### config.mk
export PLATFORM = sky130hd
export DESIGN_NAME = multi_mode_pid_controller_top_flat
export DESIGN_NICKNAME = d
export VERILOG_FILES = /design/src/hw/rtl/mmpid_pkg.sv /design/src/hw/rtl/mmpid_if.sv /design/src/hw/rtl/mmpid_cfg.sv /design/src/hw/rtl/mmpid_mul.sv /design/src/hw/rtl/mmpid_div.sv /design/src/hw/rtl/multi_mode_pid_controller_top.sv /design/src/flat_wrapper.sv
export SDC_FILE = /design/constraint.sdc
export NUM_CORES = 2
export LEC_CHECK = 0
export BUFFER_PORTS_ARGS = -buffer_cell sky130_fd_sc_hd__buf_2
export CAP_MARGIN = 20
export CELL_PAD_IN_SITES_DETAIL_PLACEMENT = 0
export CELL_PAD_IN_SITES_GLOBAL_PLACEMENT = 2
export CORE_MARGIN = 2
export CORE_UTILIZATION = 42
export DETAILED_ROUTE_END_ITERATION = 10
export MAX_ROUTING_LAYER = met4
export PLACE_DENSITY_LB_ADDON = 0.1
export SLEW_MARGIN = 20
export SYNTH_ARGS = -nofsm -noshare
export SYNTH_HDL_FRONTEND = slang
export SYNTH_SLANG_ARGS = --single-unit
### constraint.sdc
create_clock -name clk -period 13.85 [get_ports clk]
set_input_delay 1.385 -clock clk [delete_from_list [all_inputs] [get_ports clk]]
set_output_delay 1.385 -clock clk [all_outputs]
set_load 0.02 [all_outputs]
### src/hw/rtl/mmpid_pkg.sv
// mmpid_pkg: widths, register indexes, mode codes and the register struct
// shared by the multi-mode pid controller files
// no dependencies
`default_nettype none

package mmpid_pkg;

	// payload widths
	localparam int unsigned IN_W       = 24;
	localparam int unsigned ERR_W      = IN_W + 1;
	localparam int unsigned GAIN_W     = 32;
	localparam int unsigned LIM_W      = 31;
	localparam int unsigned RAMP_W     = 24;
	localparam int unsigned MODE_W     = 3;
	localparam int unsigned REG_IDX_W  = 3;
	localparam int unsigned CFG_DATA_W = 32;
	localparam int unsigned DRIVE_W    = 32;

	// fixed point
	localparam int unsigned FRAC_BITS  = 16;
	localparam int unsigned ISUM_W     = 48;

	// shared multiplier: gain magnitude by error-sized magnitude
	localparam int unsigned MUL_A_W    = 32;
	localparam int unsigned MUL_B_W    = 25;
	localparam int unsigned PROD_W     = MUL_A_W + MUL_B_W;

	// integral step and accumulators
	localparam int unsigned STEP_MAG_W = 55;
	localparam int unsigned STEP_W     = STEP_MAG_W + 1;
	localparam int unsigned SUM_W      = STEP_W + 1;
	localparam int unsigned ACC_W      = PROD_W + 1;
	localparam int unsigned Q_W        = ACC_W - FRAC_BITS;

	// ramp divider: remainder preload plus two quotient bits per cycle
	localparam int unsigned QUOT_W     = 56;
	localparam int unsigned DIVD_W     = QUOT_W + RAMP_W;
	localparam int unsigned DIV_STEPS  = QUOT_W / 2;
	localparam int unsigned DIV_CNT_W  = 5;

	localparam logic [RAMP_W-1:0] SEP_EDGE = 24'd500;

	localparam logic [ISUM_W-1:0] ISUM_MAX = {1'b0, {(ISUM_W-1){1'b1}}};
	localparam logic [ISUM_W-1:0] ISUM_MIN = {1'b1, {(ISUM_W-1){1'b0}}};

	// integral rules
	localparam logic [MODE_W-1:0] MODE_PLAIN = 3'd0;
	localparam logic [MODE_W-1:0] MODE_TRAP  = 3'd1;
	localparam logic [MODE_W-1:0] MODE_AW    = 3'd2;
	localparam logic [MODE_W-1:0] MODE_SEP   = 3'd3;
	localparam logic [MODE_W-1:0] MODE_RAMP  = 3'd4;

	// register indexes
	localparam logic [REG_IDX_W-1:0] REG_MODE      = 3'd0;
	localparam logic [REG_IDX_W-1:0] REG_KP        = 3'd1;
	localparam logic [REG_IDX_W-1:0] REG_KI        = 3'd2;
	localparam logic [REG_IDX_W-1:0] REG_KD        = 3'd3;
	localparam logic [REG_IDX_W-1:0] REG_ILIM      = 3'd4;
	localparam logic [REG_IDX_W-1:0] REG_OLIM      = 3'd5;
	localparam logic [REG_IDX_W-1:0] REG_RAMP_LOW  = 3'd6;
	localparam logic [REG_IDX_W-1:0] REG_RAMP_HIGH = 3'd7;

	typedef struct packed {
		logic [MODE_W-1:0]        control_mode;
		logic signed [GAIN_W-1:0] proportional_gain;
		logic signed [GAIN_W-1:0] integral_gain;
		logic signed [GAIN_W-1:0] derivative_gain;
		logic [LIM_W-1:0]         integral_limit;
		logic [LIM_W-1:0]         output_limit;
		logic [RAMP_W-1:0]        ramp_low;
		logic [RAMP_W-1:0]        ramp_high;
	} cfg_t;

endpackage

`default_nettype wire

### src/hw/rtl/mmpid_if.sv
// mmpid channel interfaces: sample input, drive output, register write port
// depends on mmpid_pkg
`default_nettype none

interface mmpid_in_if import mmpid_pkg::*; ();
	logic                   valid;
	logic                   ready;
	logic signed [IN_W-1:0] target;
	logic signed [IN_W-1:0] measured;

	modport source (output valid, output target, output measured, input ready);
	modport sink (input valid, input target, input measured, output ready);
endinterface

interface mmpid_out_if import mmpid_pkg::*; ();
	logic                      valid;
	logic                      ready;
	logic signed [DRIVE_W-1:0] drive;

	modport source (output valid, output drive, input ready);
	modport sink (input valid, input drive, output ready);
endinterface

interface mmpid_cfg_if import mmpid_pkg::*; ();
	logic                  valid;
	logic                  ready;
	logic [REG_IDX_W-1:0]  index;
	logic [CFG_DATA_W-1:0] data;

	modport source (output valid, output index, output data, input ready);
	modport sink (input valid, input index, input data, output ready);
endinterface

`default_nettype wire

### src/hw/rtl/mmpid_cfg.sv
// mmpid_cfg: register file behind the write port, always ready
// depends on mmpid_pkg and mmpid_if
`default_nettype none

module mmpid_cfg import mmpid_pkg::*; (
	input  logic        clk,
	input  logic        arst_n,
	mmpid_cfg_if.sink   cfg,
	output cfg_t        regs
);

	cfg_t regs_q;

	assign cfg.ready = 1'b1;
	assign regs      = regs_q;

	always_ff @(posedge clk or negedge arst_n) begin
		if (!arst_n) begin
			regs_q <= '0;
		end else if (cfg.valid && cfg.ready) begin
			unique case (cfg.index)
				REG_MODE:      regs_q.control_mode      <= cfg.data[MODE_W-1:0];
				REG_KP:        regs_q.proportional_gain <= $signed(cfg.data[GAIN_W-1:0]);
				REG_KI:        regs_q.integral_gain     <= $signed(cfg.data[GAIN_W-1:0]);
				REG_KD:        regs_q.derivative_gain   <= $signed(cfg.data[GAIN_W-1:0]);
				REG_ILIM:      regs_q.integral_limit    <= cfg.data[LIM_W-1:0];
				REG_OLIM:      regs_q.output_limit      <= cfg.data[LIM_W-1:0];
				REG_RAMP_LOW:  regs_q.ramp_low          <= cfg.data[RAMP_W-1:0];
				REG_RAMP_HIGH: regs_q.ramp_high         <= cfg.data[RAMP_W-1:0];
			endcase
		end
	end

endmodule

`default_nettype wire

### src/hw/rtl/mmpid_mul.sv
// mmpid_mul: shared unsigned magnitude multiplier with registered product
// depends on mmpid_pkg
`default_nettype none

module mmpid_mul import mmpid_pkg::*; (
	input  logic               clk,
	input  logic [MUL_A_W-1:0] a,
	input  logic [MUL_B_W-1:0] b,
	output logic [PROD_W-1:0]  prod_q
);

	always_ff @(posedge clk) begin
		prod_q <= PROD_W'(a) * PROD_W'(b);
	end

endmodule

`default_nettype wire

### src/hw/rtl/mmpid_div.sv
// mmpid_div: restoring divider for the ramp scale, two quotient bits a cycle
// depends on mmpid_pkg; the top bits of the dividend must be below the divisor
`default_nettype none

module mmpid_div import mmpid_pkg::*; (
	input  logic              clk,
	input  logic              arst_n,
	input  logic              start,
	input  logic [DIVD_W-1:0] dividend,
	input  logic [RAMP_W-1:0] divisor,
	output logic              busy,
	output logic [QUOT_W-1:0] quotient
);

	logic                 busy_q;
	logic [DIV_CNT_W-1:0] cnt_q;
	logic [RAMP_W-1:0]    rem_q;
	logic [RAMP_W-1:0]    den_q;
	logic [QUOT_W-1:0]    work_q;

	logic [RAMP_W:0] r1, r1n, r2, r2n;
	logic            ge1, ge2;

	always_comb begin
		r1  = {rem_q, work_q[QUOT_W-1]};
		ge1 = r1 >= {1'b0, den_q};
		r1n = ge1 ? (r1 - {1'b0, den_q}) : r1;
		r2  = {r1n[RAMP_W-1:0], work_q[QUOT_W-2]};
		ge2 = r2 >= {1'b0, den_q};
		r2n = ge2 ? (r2 - {1'b0, den_q}) : r2;
	end

	assign busy     = busy_q;
	assign quotient = work_q;

	always_ff @(posedge clk or negedge arst_n) begin
		if (!arst_n) begin
			busy_q <= 1'b0;
			cnt_q  <= '0;
		end else if (start) begin
			busy_q <= 1'b1;
			cnt_q  <= DIV_CNT_W'(DIV_STEPS - 1);
		end else if (busy_q) begin
			if (cnt_q == '0) begin
				busy_q <= 1'b0;
			end else begin
				cnt_q <= cnt_q - 1'b1;
			end
		end
	end

	// dividend low bits shift out as quotient bits shift in
	always_ff @(posedge clk) begin
		if (start) begin
			rem_q  <= dividend[DIVD_W-1:QUOT_W];
			work_q <= dividend[QUOT_W-1:0];
			den_q  <= divisor;
		end else if (busy_q) begin
			rem_q  <= r2n[RAMP_W-1:0];
			work_q <= {work_q[QUOT_W-3:0], ge1, ge2};
		end
	end

endmodule

`default_nettype wire

### src/hw/rtl/multi_mode_pid_controller_top.sv
// multi_mode_pid_controller_top: sequencer around one shared multiplier and the ramp divider
// each input passes error, integral product, trapezoid product (mode 1) or ramp
// products and divider (mode 4 ramp band), integral update unless the integral holds,
// p and d terms, result load; the next input is taken the cycle after the result is loaded
// async reset clears registers, integral sum, last error and the sequencer; the result
// register keeps one finished result while the next item is taken
`default_nettype none

module multi_mode_pid_controller_top import mmpid_pkg::*; (
	input  logic         clk,
	input  logic         arst_n,
	mmpid_cfg_if.sink    cfg,
	mmpid_in_if.sink     sample,
	mmpid_out_if.source  result
);

	localparam logic [3:0] S_IDLE = 4'd0;
	localparam logic [3:0] S_ERR  = 4'd1;
	localparam logic [3:0] S_BASE = 4'd2;
	localparam logic [3:0] S_TRAP = 4'd3;
	localparam logic [3:0] S_RLO  = 4'd4;
	localparam logic [3:0] S_RHI  = 4'd5;
	localparam logic [3:0] S_DLD  = 4'd6;
	localparam logic [3:0] S_DIV  = 4'd7;
	localparam logic [3:0] S_INT  = 4'd8;
	localparam logic [3:0] S_P    = 4'd9;
	localparam logic [3:0] S_ACCP = 4'd10;
	localparam logic [3:0] S_ACCD = 4'd11;
	localparam logic [3:0] S_OUT  = 4'd12;

	localparam logic [2:0] PATH_NONE = 3'd0;
	localparam logic [2:0] PATH_BASE = 3'd1;
	localparam logic [2:0] PATH_TRAP = 3'd2;
	localparam logic [2:0] PATH_ZERO = 3'd3;
	localparam logic [2:0] PATH_RAMP = 3'd4;

	cfg_t cfg_regs;

	logic [3:0] state_q, state_d;
	logic [2:0] path_q, path_d;

	logic signed [IN_W-1:0]  target_q, measured_q;
	logic signed [ERR_W-1:0] e_q, last_error_q, e_d;
	logic [RAMP_W-1:0]       e_mag_q, e_mag_d;
	logic [ERR_W-1:0]        e_abs;
	logic [MUL_B_W-1:0]      s_mag_q, de_mag_q, s_mag_d, de_mag_d;
	logic                    s_neg_q, de_neg_q;
	logic [ERR_W:0]          s_w, de_w, s_abs, de_abs;

	logic [MUL_A_W-1:0]      kp_mag, ki_mag, kd_mag;
	logic [MUL_A_W-1:0]      mul_a;
	logic [MUL_B_W-1:0]      mul_b;
	logic [PROD_W-1:0]       prod;

	logic [RAMP_W-1:0]       num, den;
	logic [STEP_MAG_W-1:0]   mbase_q;
	logic [PROD_W-1:0]       lo_q;
	logic [DIVD_W-1:0]       dividend;
	logic                    div_busy;
	logic [QUOT_W-1:0]       quot;

	logic signed [ISUM_W-1:0] isum_q, isum_d, sat_v, lim_s;
	logic [ISUM_W-1:0]        lim_u, isum_mag;
	logic [STEP_MAG_W-1:0]    step_mag;
	logic                     step_neg;
	logic [STEP_W-1:0]        step_s;
	logic [SUM_W-1:0]         sum_w;
	logic                     same_sign, aw_block;

	logic                     term_neg;
	logic [ACC_W-1:0]         term_s, acc_q, acc_mag;
	logic [Q_W-1:0]           q_w;
	logic [LIM_W-1:0]         q_c;
	logic signed [DRIVE_W-1:0] drive_q, drive_d;
	logic                     out_valid_q, out_free;

	mmpid_cfg u_cfg (
		.clk    (clk),
		.arst_n (arst_n),
		.cfg    (cfg),
		.regs   (cfg_regs)
	);

	mmpid_mul u_mul (
		.clk    (clk),
		.a      (mul_a),
		.b      (mul_b),
		.prod_q (prod)
	);

	mmpid_div u_div (
		.clk      (clk),
		.arst_n   (arst_n),
		.start    (state_q == S_DLD),
		.dividend (dividend),
		.divisor  (den),
		.busy     (div_busy),
		.quotient (quot)
	);

	assign sample.ready = (state_q == S_IDLE);
	assign result.valid = out_valid_q;
	assign result.drive = drive_q;
	assign out_free     = !out_valid_q || result.ready;

	// error and its magnitudes
	always_comb begin
		e_d     = {target_q[IN_W-1], target_q} - {measured_q[IN_W-1], measured_q};
		e_abs   = e_d[ERR_W-1] ? (ERR_W'(0) - e_d) : e_d;
		e_mag_d = e_abs[RAMP_W-1:0];
		s_w     = {e_q[ERR_W-1], e_q} + {last_error_q[ERR_W-1], last_error_q};
		de_w    = {e_q[ERR_W-1], e_q} - {last_error_q[ERR_W-1], last_error_q};
		s_abs   = s_w[ERR_W] ? ((ERR_W+1)'(0) - s_w) : s_w;
		de_abs  = de_w[ERR_W] ? ((ERR_W+1)'(0) - de_w) : de_w;
		s_mag_d  = s_abs[MUL_B_W-1:0];
		de_mag_d = de_abs[MUL_B_W-1:0];
	end

	assign kp_mag = cfg_regs.proportional_gain[GAIN_W-1]
		? (MUL_A_W'(0) - cfg_regs.proportional_gain) : cfg_regs.proportional_gain;
	assign ki_mag = cfg_regs.integral_gain[GAIN_W-1]
		? (MUL_A_W'(0) - cfg_regs.integral_gain) : cfg_regs.integral_gain;
	assign kd_mag = cfg_regs.derivative_gain[GAIN_W-1]
		? (MUL_A_W'(0) - cfg_regs.derivative_gain) : cfg_regs.derivative_gain;

	assign num = cfg_regs.ramp_high - e_mag_q;
	assign den = cfg_regs.ramp_high - cfg_regs.ramp_low;

	// high partial product sits in the multiplier register when the divider loads
	assign dividend = {prod[DIVD_W-MUL_A_W-1:0], {MUL_A_W{1'b0}}} + DIVD_W'(lo_q);

	// integral rule for this item
	always_comb begin
		unique case (cfg_regs.control_mode)
			MODE_PLAIN, MODE_AW: path_d = PATH_BASE;
			MODE_TRAP:           path_d = PATH_TRAP;
			MODE_SEP:            path_d = (e_mag_q < SEP_EDGE) ? PATH_BASE : PATH_NONE;
			MODE_RAMP: begin
				if (e_mag_q <= cfg_regs.ramp_low) begin
					path_d = PATH_BASE;
				end else if (e_mag_q > cfg_regs.ramp_high) begin
					path_d = PATH_ZERO;
				end else begin
					path_d = PATH_RAMP;
				end
			end
			default:             path_d = PATH_NONE;
		endcase
	end

	// shared multiplier operands
	always_comb begin
		unique case (state_q)
			S_BASE: begin
				mul_a = ki_mag;
				mul_b = MUL_B_W'(e_mag_q);
			end
			S_TRAP: begin
				mul_a = ki_mag;
				mul_b = s_mag_q;
			end
			S_RLO: begin
				mul_a = prod[MUL_A_W-1:0];
				mul_b = MUL_B_W'(num);
			end
			S_RHI: begin
				mul_a = MUL_A_W'(mbase_q[STEP_MAG_W-1:MUL_A_W]);
				mul_b = MUL_B_W'(num);
			end
			S_P: begin
				mul_a = kp_mag;
				mul_b = MUL_B_W'(e_mag_q);
			end
			S_ACCP: begin
				mul_a = kd_mag;
				mul_b = de_mag_q;
			end
			default: begin
				mul_a = '0;
				mul_b = '0;
			end
		endcase
	end

	// integral update
	always_comb begin
		unique case (path_q)
			PATH_BASE: begin
				step_mag = prod[STEP_MAG_W-1:0];
				step_neg = cfg_regs.integral_gain[GAIN_W-1] ^ e_q[ERR_W-1];
			end
			PATH_TRAP: begin
				step_mag = prod[STEP_MAG_W:1];
				step_neg = cfg_regs.integral_gain[GAIN_W-1] ^ s_neg_q;
			end
			PATH_RAMP: begin
				step_mag = quot[STEP_MAG_W-1:0];
				step_neg = cfg_regs.integral_gain[GAIN_W-1] ^ e_q[ERR_W-1];
			end
			default: begin
				step_mag = '0;
				step_neg = 1'b0;
			end
		endcase

		step_s = step_neg ? (STEP_W'(0) - {1'b0, step_mag}) : {1'b0, step_mag};
		sum_w  = {{(SUM_W-ISUM_W){isum_q[ISUM_W-1]}}, isum_q}
		       + {{(SUM_W-STEP_W){step_s[STEP_W-1]}}, step_s};

		// saturate to the integral width
		if ((&sum_w[SUM_W-1:ISUM_W-1]) || !(|sum_w[SUM_W-1:ISUM_W-1])) begin
			sat_v = $signed(sum_w[ISUM_W-1:0]);
		end else if (sum_w[SUM_W-1]) begin
			sat_v = $signed(ISUM_MIN);
		end else begin
			sat_v = $signed(ISUM_MAX);
		end

		lim_u    = ISUM_W'({cfg_regs.integral_limit, {FRAC_BITS{1'b0}}});
		lim_s    = $signed(lim_u);
		isum_mag = isum_q[ISUM_W-1] ? (ISUM_W'(0) - isum_q) : isum_q;

		same_sign = (!isum_q[ISUM_W-1] && (|isum_q) && !e_q[ERR_W-1] && (|e_q))
		         || (isum_q[ISUM_W-1] && e_q[ERR_W-1]);
		aw_block  = (isum_mag > lim_u) && same_sign;

		if (cfg_regs.control_mode == MODE_AW) begin
			isum_d = aw_block ? isum_q : sat_v;
		end else if (sat_v > lim_s) begin
			isum_d = lim_s;
		end else if (sat_v < -lim_s) begin
			isum_d = -lim_s;
		end else begin
			isum_d = sat_v;
		end
	end

	// signed p and d terms, then truncation toward zero and output clamp
	always_comb begin
		term_neg = (state_q == S_ACCP)
			? (cfg_regs.proportional_gain[GAIN_W-1] ^ e_q[ERR_W-1])
			: (cfg_regs.derivative_gain[GAIN_W-1] ^ de_neg_q);
		term_s   = term_neg ? (ACC_W'(0) - {1'b0, prod}) : {1'b0, prod};

		acc_mag  = acc_q[ACC_W-1] ? (ACC_W'(0) - acc_q) : acc_q;
		q_w      = acc_mag[ACC_W-1:FRAC_BITS];
		q_c      = (q_w > Q_W'(cfg_regs.output_limit)) ? cfg_regs.output_limit
		                                               : q_w[LIM_W-1:0];
		drive_d  = acc_q[ACC_W-1] ? (DRIVE_W'(0) - {1'b0, q_c}) : {1'b0, q_c};
	end

	// sequencer
	always_comb begin
		state_d = state_q;
		unique case (state_q)
			S_IDLE: if (sample.valid) state_d = S_ERR;
			S_ERR:  state_d = S_BASE;
			S_BASE: begin
				unique case (path_d)
					PATH_BASE, PATH_ZERO: state_d = S_INT;
					PATH_TRAP:            state_d = S_TRAP;
					PATH_RAMP:            state_d = S_RLO;
					default:              state_d = S_P;
				endcase
			end
			S_TRAP: state_d = S_INT;
			S_RLO:  state_d = S_RHI;
			S_RHI:  state_d = S_DLD;
			S_DLD:  state_d = S_DIV;
			S_DIV:  if (!div_busy) state_d = S_INT;
			S_INT:  state_d = S_P;
			S_P:    state_d = S_ACCP;
			S_ACCP: state_d = S_ACCD;
			S_ACCD: state_d = S_OUT;
			S_OUT:  if (out_free) state_d = S_IDLE;
			default: state_d = S_IDLE;
		endcase
	end

	always_ff @(posedge clk or negedge arst_n) begin
		if (!arst_n) begin
			state_q      <= S_IDLE;
			out_valid_q  <= 1'b0;
			isum_q       <= '0;
			last_error_q <= '0;
		end else begin
			state_q <= state_d;
			if (state_q == S_INT) begin
				isum_q <= isum_d;
			end
			if (state_q == S_OUT && out_free) begin
				out_valid_q  <= 1'b1;
				last_error_q <= e_q;
			end else if (result.ready) begin
				out_valid_q <= 1'b0;
			end
		end
	end

	always_ff @(posedge clk) begin
		if (sample.valid && sample.ready) begin
			target_q   <= sample.target;
			measured_q <= sample.measured;
		end
		if (state_q == S_ERR) begin
			e_q     <= e_d;
			e_mag_q <= e_mag_d;
		end
		if (state_q == S_BASE) begin
			s_mag_q  <= s_mag_d;
			s_neg_q  <= s_w[ERR_W];
			de_mag_q <= de_mag_d;
			de_neg_q <= de_w[ERR_W];
			path_q   <= path_d;
		end
		if (state_q == S_RLO) begin
			mbase_q <= prod[STEP_MAG_W-1:0];
		end
		if (state_q == S_RHI) begin
			lo_q <= prod;
		end
		if (state_q == S_ACCP) begin
			acc_q <= {{(ACC_W-ISUM_W){isum_q[ISUM_W-1]}}, isum_q} + term_s;
		end else if (state_q == S_ACCD) begin
			acc_q <= acc_q + term_s;
		end
		if (state_q == S_OUT && out_free) begin
			drive_q <= drive_d;
		end
	end

	// clamped rules keep the integral inside the limit
	assert property (@(posedge clk) disable iff (!arst_n)
		(state_q == S_INT && cfg_regs.control_mode != MODE_AW)
		|=> (isum_q <= $past(lim_s) && isum_q >= -$past(lim_s)))
		else $error("integral sum outside its clamp");

	// a loaded result is valid and within the drive limit
	assert property (@(posedge clk) disable iff (!arst_n)
		(state_q == S_OUT && out_free)
		|=> (out_valid_q
			&& drive_q <= $signed({1'b0, $past(cfg_regs.output_limit)})
			&& drive_q >= -$signed({1'b0, $past(cfg_regs.output_limit)})))
		else $error("drive result not loaded or beyond limit");

	// the divider starts when the ramp dividend is loaded
	assert property (@(posedge clk) disable iff (!arst_n)
		(state_q == S_DLD) |=> (div_busy && state_q == S_DIV))
		else $error("ramp divider did not start");

endmodule

`default_nettype wire

### src/flat_wrapper.sv
// flat-port wrapper written by rule: the top's interface ports become plain ports
module multi_mode_pid_controller_top_flat import mmpid_pkg::*;
  (clk, arst_n, cfg_valid, cfg_index, cfg_data, cfg_ready, sample_valid, sample_target, sample_measured, sample_ready, result_valid, result_drive, result_ready);
  mmpid_cfg_if cfg_i ();
  mmpid_in_if sample_i ();
  mmpid_out_if result_i ();
  input  logic clk;
  input  logic arst_n;
  input wire logic [$bits(cfg_i.valid)-1:0] cfg_valid;
  input wire logic [$bits(cfg_i.index)-1:0] cfg_index;
  input wire logic [$bits(cfg_i.data)-1:0] cfg_data;
  output wire logic [$bits(cfg_i.ready)-1:0] cfg_ready;
  input wire logic [$bits(sample_i.valid)-1:0] sample_valid;
  input wire logic [$bits(sample_i.target)-1:0] sample_target;
  input wire logic [$bits(sample_i.measured)-1:0] sample_measured;
  output wire logic [$bits(sample_i.ready)-1:0] sample_ready;
  output wire logic [$bits(result_i.valid)-1:0] result_valid;
  output wire logic [$bits(result_i.drive)-1:0] result_drive;
  input wire logic [$bits(result_i.ready)-1:0] result_ready;
  assign cfg_i.valid = cfg_valid;
  assign cfg_i.index = cfg_index;
  assign cfg_i.data = cfg_data;
  assign cfg_ready = cfg_i.ready;
  assign sample_i.valid = sample_valid;
  assign sample_i.target = sample_target;
  assign sample_i.measured = sample_measured;
  assign sample_ready = sample_i.ready;
  assign result_valid = result_i.valid;
  assign result_drive = result_i.drive;
  assign result_i.ready = result_ready;
  multi_mode_pid_controller_top u_core (.clk(clk), .arst_n(arst_n), .cfg(cfg_i), .sample(sample_i), .result(result_i));
endmodule
Word level (Yosys, flattened, before mapping). Index checks and enable logic that the tools add are counted.

$add $sub $neg: 24. Multiply operators: 1. Divide/modulo/power cells: 0. $lt $le $gt $ge: 9. Equality and inequality tests: 35. Shift-type cells: 0. Mux-type cells: 48. Bitwise gates (word level): 4. Reductions and logical operators: 42.

Operators by type and width (number): $mux W48 (7); $mux W58 (4); $mux W56 (3); $pmux W55 S3 (1); $pmux W32 S5 (1); $mux W24 (5); $add A58 B58 Y58 (2); $pmux W25 S4 (1); $mux W32 (3); $sub A1 B32 Y32 const A (3); $sub A24 B24 Y24 (4); $add A80 B57 Y80 (1); $mux W31 (2); $sub A1 B57 Y58 const A (1); $sub A1 B58 Y58 const A (1); $add A48 B56 Y57 (1); $mul A32 B25 Y57 (1); $sub A1 B55 Y56 const A (1); $pmux W4 S13 (1); $ge A25 B24 Y1 (2); $mux W25 (2); $sub A1 B25 Y25 const A (2); $gt A48 B47 Y1 (1); $gt A48 B48 Y1 (1); 44 further kinds (112).

Register bits: 808. Latch bits: 0. RAM bits: 0. Bits in read-only memories: 0. Input port bits: 88. Output and inout port bits: 35. Logic and storage cells: 195. Memories kept: 0.

Depth between registers and ports, before layout.
Word-level depth: 13. Mapped depth: 50.

Cells and area by module. A second synthesis with hierarchy kept.

Cell total of the unflattened synthesis: 9423. Area total of the unflattened synthesis: 86167.6 sq um.

Modules (own cells, without submodules): multi_mode_pid_controller_top (times used 1, cells an instance 5287, area each 43519.2 sq um, seq. area each 11561.1 sq um); mmpid_mul (times used 1, cells an instance 3012, area each 27053.4 sq um, seq. area each 1141.1 sq um); mmpid_cfg (times used 1, cells an instance 453, area each 8155.3 sq um, seq. area each 5230.0 sq um); mmpid_div (times used 1, cells an instance 671, area each 7439.6 sq um, seq. area each 3273.1 sq um).

Worst setup path after synthesis. OpenSTA, ideal clock, no wires.

Kind: register to register. Start: register u_core.state_q[1]. End: register u_core.u_mul.prod_q[55]. Setup time: 72 ps. Data arrival time: 10437 ps. Slack: 3340 ps. Stages on the path, launching flop included: 37. Buffers on the path: 4. Cells stage by stage: dfrtp_1 -> clkbuf_1 -> nand2b_1 -> nor2_1 -> clkbuf_1 -> a22oi_1 -> nand2_1 -> clkbuf_1 -> nand2_1 -> fa_1 -> inv_1 -> ha_1 -> inv_1 -> fa_1 -> inv_1 -> ha_1 -> fa_1 -> inv_1 -> fa_1 -> fa_1 -> inv_1 -> ha_1 -> clkbuf_1 -> a211o_1 -> or3_1 -> nand4b_1 -> a21boi_1 -> a31oi_1 -> a21oi_1 -> a221o_1 -> a221o_1 -> a211oi_1 -> o31a_1 -> o21ai_1 -> a21o_1 -> a21oi_1 -> xnor2_1.

Cells in the longest elaborated chain, start to end: 4.

Ends and longest elaborated chain: from (decl) (line multi_mode_pid_controller_top.sv:39) `logic [3:0] state_q, state_d;`; from (signal assigned) (line multi_mode_pid_controller_top.sv:287) `state_q <= state_d;`; $eq A4 B2 Y1 (tied with other cells) (line multi_mode_pid_controller_top.sv:153) `unique case (state_q)`; $reduce_or A2 Y1 (no line); $pmux W32 S5 / $pmux W25 S4 (equally long branches) (line multi_mode_pid_controller_top.sv:153); $mul A32 B25 Y57 (*) (line mmpid_mul.sv:13) `prod_q <= PROD_W'(a) * PROD_W'(b);`; to (signal assigned) (line mmpid_mul.sv:13); to (decl) (line mmpid_mul.sv:9) `output logic [PROD_W-1:0] prod_q`.

Every way passes the cells marked *; elsewhere a longest branch is shown, timed or not. A chain may end at the register's enable or synchronous reset.

Worst setup path in the final report.
Start: register u_core.path_q[1]. End: register u_core.isum_q[0].

Cells in the longest elaborated chain, start to end: 13.

Ends and longest elaborated chain: from (decl) (line multi_mode_pid_controller_top.sv:40) `logic [2:0] path_q, path_d;`; from (signal assigned) (line multi_mode_pid_controller_top.sv:314) `path_q <= path_d;`; $eq A3 B3 Y1 (tied with other cells) (line multi_mode_pid_controller_top.sv:187) `unique case (path_q)`; $pmux W55 S3 / $reduce_or A2 Y1 (equally long branches); $sub A1 B55 Y56 / $pmux W1 S2 (equally long branches) (line multi_mode_pid_controller_top.sv:206, multi_mode_pid_controller_top.sv:187); $mux W56 (*) (line multi_mode_pid_controller_top.sv:206) `step_s = step_neg ? (STEP_W'(0) - {1'b0, step_mag}) : {1'b0, step_mag};`; $add A48 B56 Y57 (*) (line multi_mode_pid_controller_top.sv:208) `+ {{(SUM_W-STEP_W){step_s[STEP_W-1]}}, step_s};`; $reduce_or A10 Y1 (line multi_mode_pid_controller_top.sv:211) `if ((&sum_w[SUM_W-1:ISUM_W-1]) || !(|sum_w[SUM_W-1:ISUM_W-1])) begin`; $logic_not A1 Y1 (line multi_mode_pid_controller_top.sv:211); $logic_or A1 B1 Y1 (line multi_mode_pid_controller_top.sv:211); $mux W48 (*) (line multi_mode_pid_controller_top.sv:211); $lt A48 B48 Y1 (line multi_mode_pid_controller_top.sv:231) `end else if (sat_v < -lim_s) begin`; $mux W48 (line multi_mode_pid_controller_top.sv:231); $mux W48 (line multi_mode_pid_controller_top.sv:229) `end else if (sat_v > lim_s) begin`; $mux W48 (*) (line multi_mode_pid_controller_top.sv:227) `if (cfg_regs.control_mode == MODE_AW) begin`; to (signal assigned) (line multi_mode_pid_controller_top.sv:289) `isum_q <= isum_d;`; to (decl) (line multi_mode_pid_controller_top.sv:62) `logic signed [ISUM_W-1:0] isum_q, isum_d, sat_v, lim_s;`.

Every way passes the cells marked *; elsewhere a longest branch is shown, timed or not. The select of a mux whose other input is x is not followed.

==> impl_metrics.toml <==
[flow_run]
max-cap-violations = 0

[clocking]
post-cts-setup-buffer-count = 0
worstSkewPairLatency_ns = 0.77
cts.sinks = 774
cts-root-buf = "clkbuf_16"
ctsHoldBuffers = 0
clk_pin_slew_ns = 0.06
cts_buffers = 97
cts_tree = "yes"
cts_max_level = 3
clk_path_buf_depth = 3
cts-resized-gates = 0

[final_layout]
drive_gt1_share_pct = 8.378
fillers = 19376
layout.nets = 10874
syn_to_final_growth_pct = 9.044
seqCellArea_sq_um = 21210
multi_input_area_sq_um = 57060

[worst_setup_path]
critPathKind = "reg -> reg"
slowest_delay_ns = 0.65
r2r_slack_ns = 1.29
cp_num_buf_inv = 5
cp-end-kind = "flip-flop"
critPathTopFamily = "simple AND/OR/NAND/NOR gates"
cp-start-kind = "flip-flop"
worst_path_max_delay_cell = "edfxtp_1"
critPathArrivalTime_ns = 13.22
cp_max_fo = 44
required_ns = 14.51

[floorplan]
rows = 163
die_x_um = 450.8
die_h_um = 450.8
start_util_pct = 42.38
fp.dieArea_sq_um = 203200
coreArea_sq_um = 197800
ioPinCount = 123

[synth]
yosys.cell_types.count = 102
synth_area_leader_cell = "fa_1"
synthFlopType = "edfxtp_1"
yosys_warnings = 0
synth.area.top_cells = "fa_1, edfxtp_1, ha_1, dfrtp_1, nand2_1"
syn-num-nets = 10881
synth_top_cells_by_count = "nand2_1, inv_1, fa_1"
synthArstFlopShare_pct = 37.86
ys_seq_elements = 774
postSynthCellCount = 9435
avgSynthCellArea_sq_um = 8.886
synth_edf_count = 424
synth.cell_area_sq_um = 83840
synth_most_common_cell = "nand2_1"
yosysSeqAreaShare_pct = 25.29
yosysTopAreaCellShare_pct = 16.64

[detailed_routing]
wire_per_inst_um = 27.20
drtPass1Iterations = 6
via_count = 70291
initialDrtViolationCount = 6055
wirelength_um = 331000
drcViolationCount = 0
postRouteAntennaNets = 0
avgViaCountPerCell = 5.777

[sta]
slew_violations = 0
tightest_slew_ns = 1.132
fin_crit_ns = 12.56
max_freq_mhz = 79.63
setup_tns_ns = 0
setup_violations = 0
hold_viol = 0
rsz0062_at_grt = "no"
slew_headroom_pct = 24.25
clock_skew_ns = 0.06500
finalCritPeriodShare_pct = 90.67

[grt]
grt_overflow = 0
grt_pass1_vias = 70764
grt_usage_pct = 33.27
grt_max_degree = 81
grt_antenna_before_repair = 31
grt_pass1_wl_um = 485400

[placed_design]
portBuffers = 121
gp_congestion = 0.9758
dp_hpwl_um = 251300

[worst_hold_path]
min_path_type = "reg -> reg"

[run_status]
status = "finished, final reports clean"
## through the flow
| step | utilization, % | std cells | hold WS, ns | instance area, sq um | setup slack (ns) |
|---|---|---|---|---|---|
| floorplan | - | 9435 | 0.4064 | 83840 | 3.340 |
| CTS | 46.18 | 12152 | 0.4619 | 91350 | 1.439 |
| detailed placement | 44.42 | 11968 | 0.4906 | 87880 | 1.496 |
| global route | 46.21 | 12162 | 0.5058 | 91410 | 0.2740 |
| global placement | 44.41 | 11965 | 0.4857 | 87850 | 1.546 |
| finish | 46.21 | 12168 | 0.4677 | 91420 | 1.292 |
## metal layers
layer	GRT usage [%]	share of wire, %	vias up
met4	14.34	5.2	0
met5	-	0	-
met3	4.426	5.9	582
met1	42.12	42	35310
met2	53.38	47	2344
li1	-	-	32055
## path summary, 6_finish.rpt
| kind | startpoint | endpoint | cells past startpoint |
|---|---|---|---|
| worst max-delay path | u_core.path_q[1] | u_core.isum_q[0] | 43 |
| worst min-delay path | u_core.lo_q[23] | u_core.u_div.quotient[23] | 2 |
| worst max register to register | u_core.path_q[1] | u_core.isum_q[0] | 43 |
| worst min register to register | u_core.lo_q[23] | u_core.u_div.quotient[23] | 2 |
| max in group asynchronous | arst_n | u_core.u_cfg.regs[139] | 3 |
| min in group asynchronous | arst_n | u_core.u_cfg.regs[53] | 1 |
## area by class of cell
cell class	instances	area share (%)
well taps	2640	3.613
multi-input cells	7101	62.42
inverters	1149	4.719
clock inverters	62	0.8951
flip-flops and latches	774	23.20
clock buffers	122	2.904
repair buffers	305	2.214
diodes	15	0.04106
## cell usage in the layout (no fill, tap or decap), types with 58 or more instances in the layout
| cell | synthesis | final |
|---|---|---|
| nand2_1 | 1331 | 1329 |
| inv_1 | 1146 | 1144 |
| fa_1 | 697 | 697 |
| ha_1 | 661 | 661 |
| nor2_1 | 527 | 523 |
| a21oi_1 | 506 | 505 |
| xnor2_1 | 467 | 467 |
| o21ai_0 | 452 | 447 |
| edfxtp_1 | 424 | 424 |
| dfrtp_1 | 293 | 292 |
| xor2_1 | 231 | 231 |
| mux2_2 | 191 | 191 |
| buf_4 | 3 | 179 |
| a21o_1 | 167 | 166 |
| and2_1 | 166 | 164 |
| nor3_1 | 144 | 141 |
| nand3_1 | 135 | 135 |
| buf_2 | 20 | 122 |
| clkbuf_16 | 0 | 100 |
| nand2b_1 | 96 | 95 |
| nand4_1 | 81 | 81 |
| nor2b_1 | 78 | 76 |
| a22oi_1 | 74 | 74 |
| o31ai_1 | 75 | 71 |
| or3_1 | 69 | 69 |
| a31oi_1 | 69 | 69 |
| and3_1 | 66 | 66 |
| nor4_1 | 64 | 64 |
| o21a_1 | 63 | 63 |
| mux2i_1 | 58 | 58 |
## cell families (layout without fill, tap and decap cells)
group | after synthesis | in the layout | share of synthesized area [%]
buf+inv | 1560 | 1638 | 7.063
mux | 256 | 256 | 3.446
flops | 774 | 774 | 25.29
simple gates | 2886 | 2886 | 15.83
xor+xnor | 698 | 698 | 7.292
compound gates | 1902 | 1902 | 14.57
other cells | 1 | 16 | 0.004473
fa+ha+maj | 1358 | 1358 | 26.51
## state kept, by name, summed over array words and instances, names as in the netlist, 25 cells and up
signal / cells
u_core.u_div.quotient: 56
u_core.u_mul.prod_q: 57
u_core.isum_q: 48
u_core.u_cfg.regs: 209
u_core.lo_q: 57
u_core.de_mag_q: 25
u_core.last_error_q: 25
u_core.result.drive: 32
u_core.acc_q: 58
## worst register-to-register path, delay by kind of cell (launching register included)
kind	cells	cell delay, ns
AO/OA/AOI/OAI	11	2.75
XOR/XNOR	2	0.30
adder cells (fa/ha/maj)	2	0.70
buffers and inverters	5	1.36
flip-flops	1	0.65
AND/OR/NAND/NOR	23	6.70
Power is left out: the tool's default activity adds up to more than one toggle a clock period on the data nets, which glitch-free logic cannot reach.
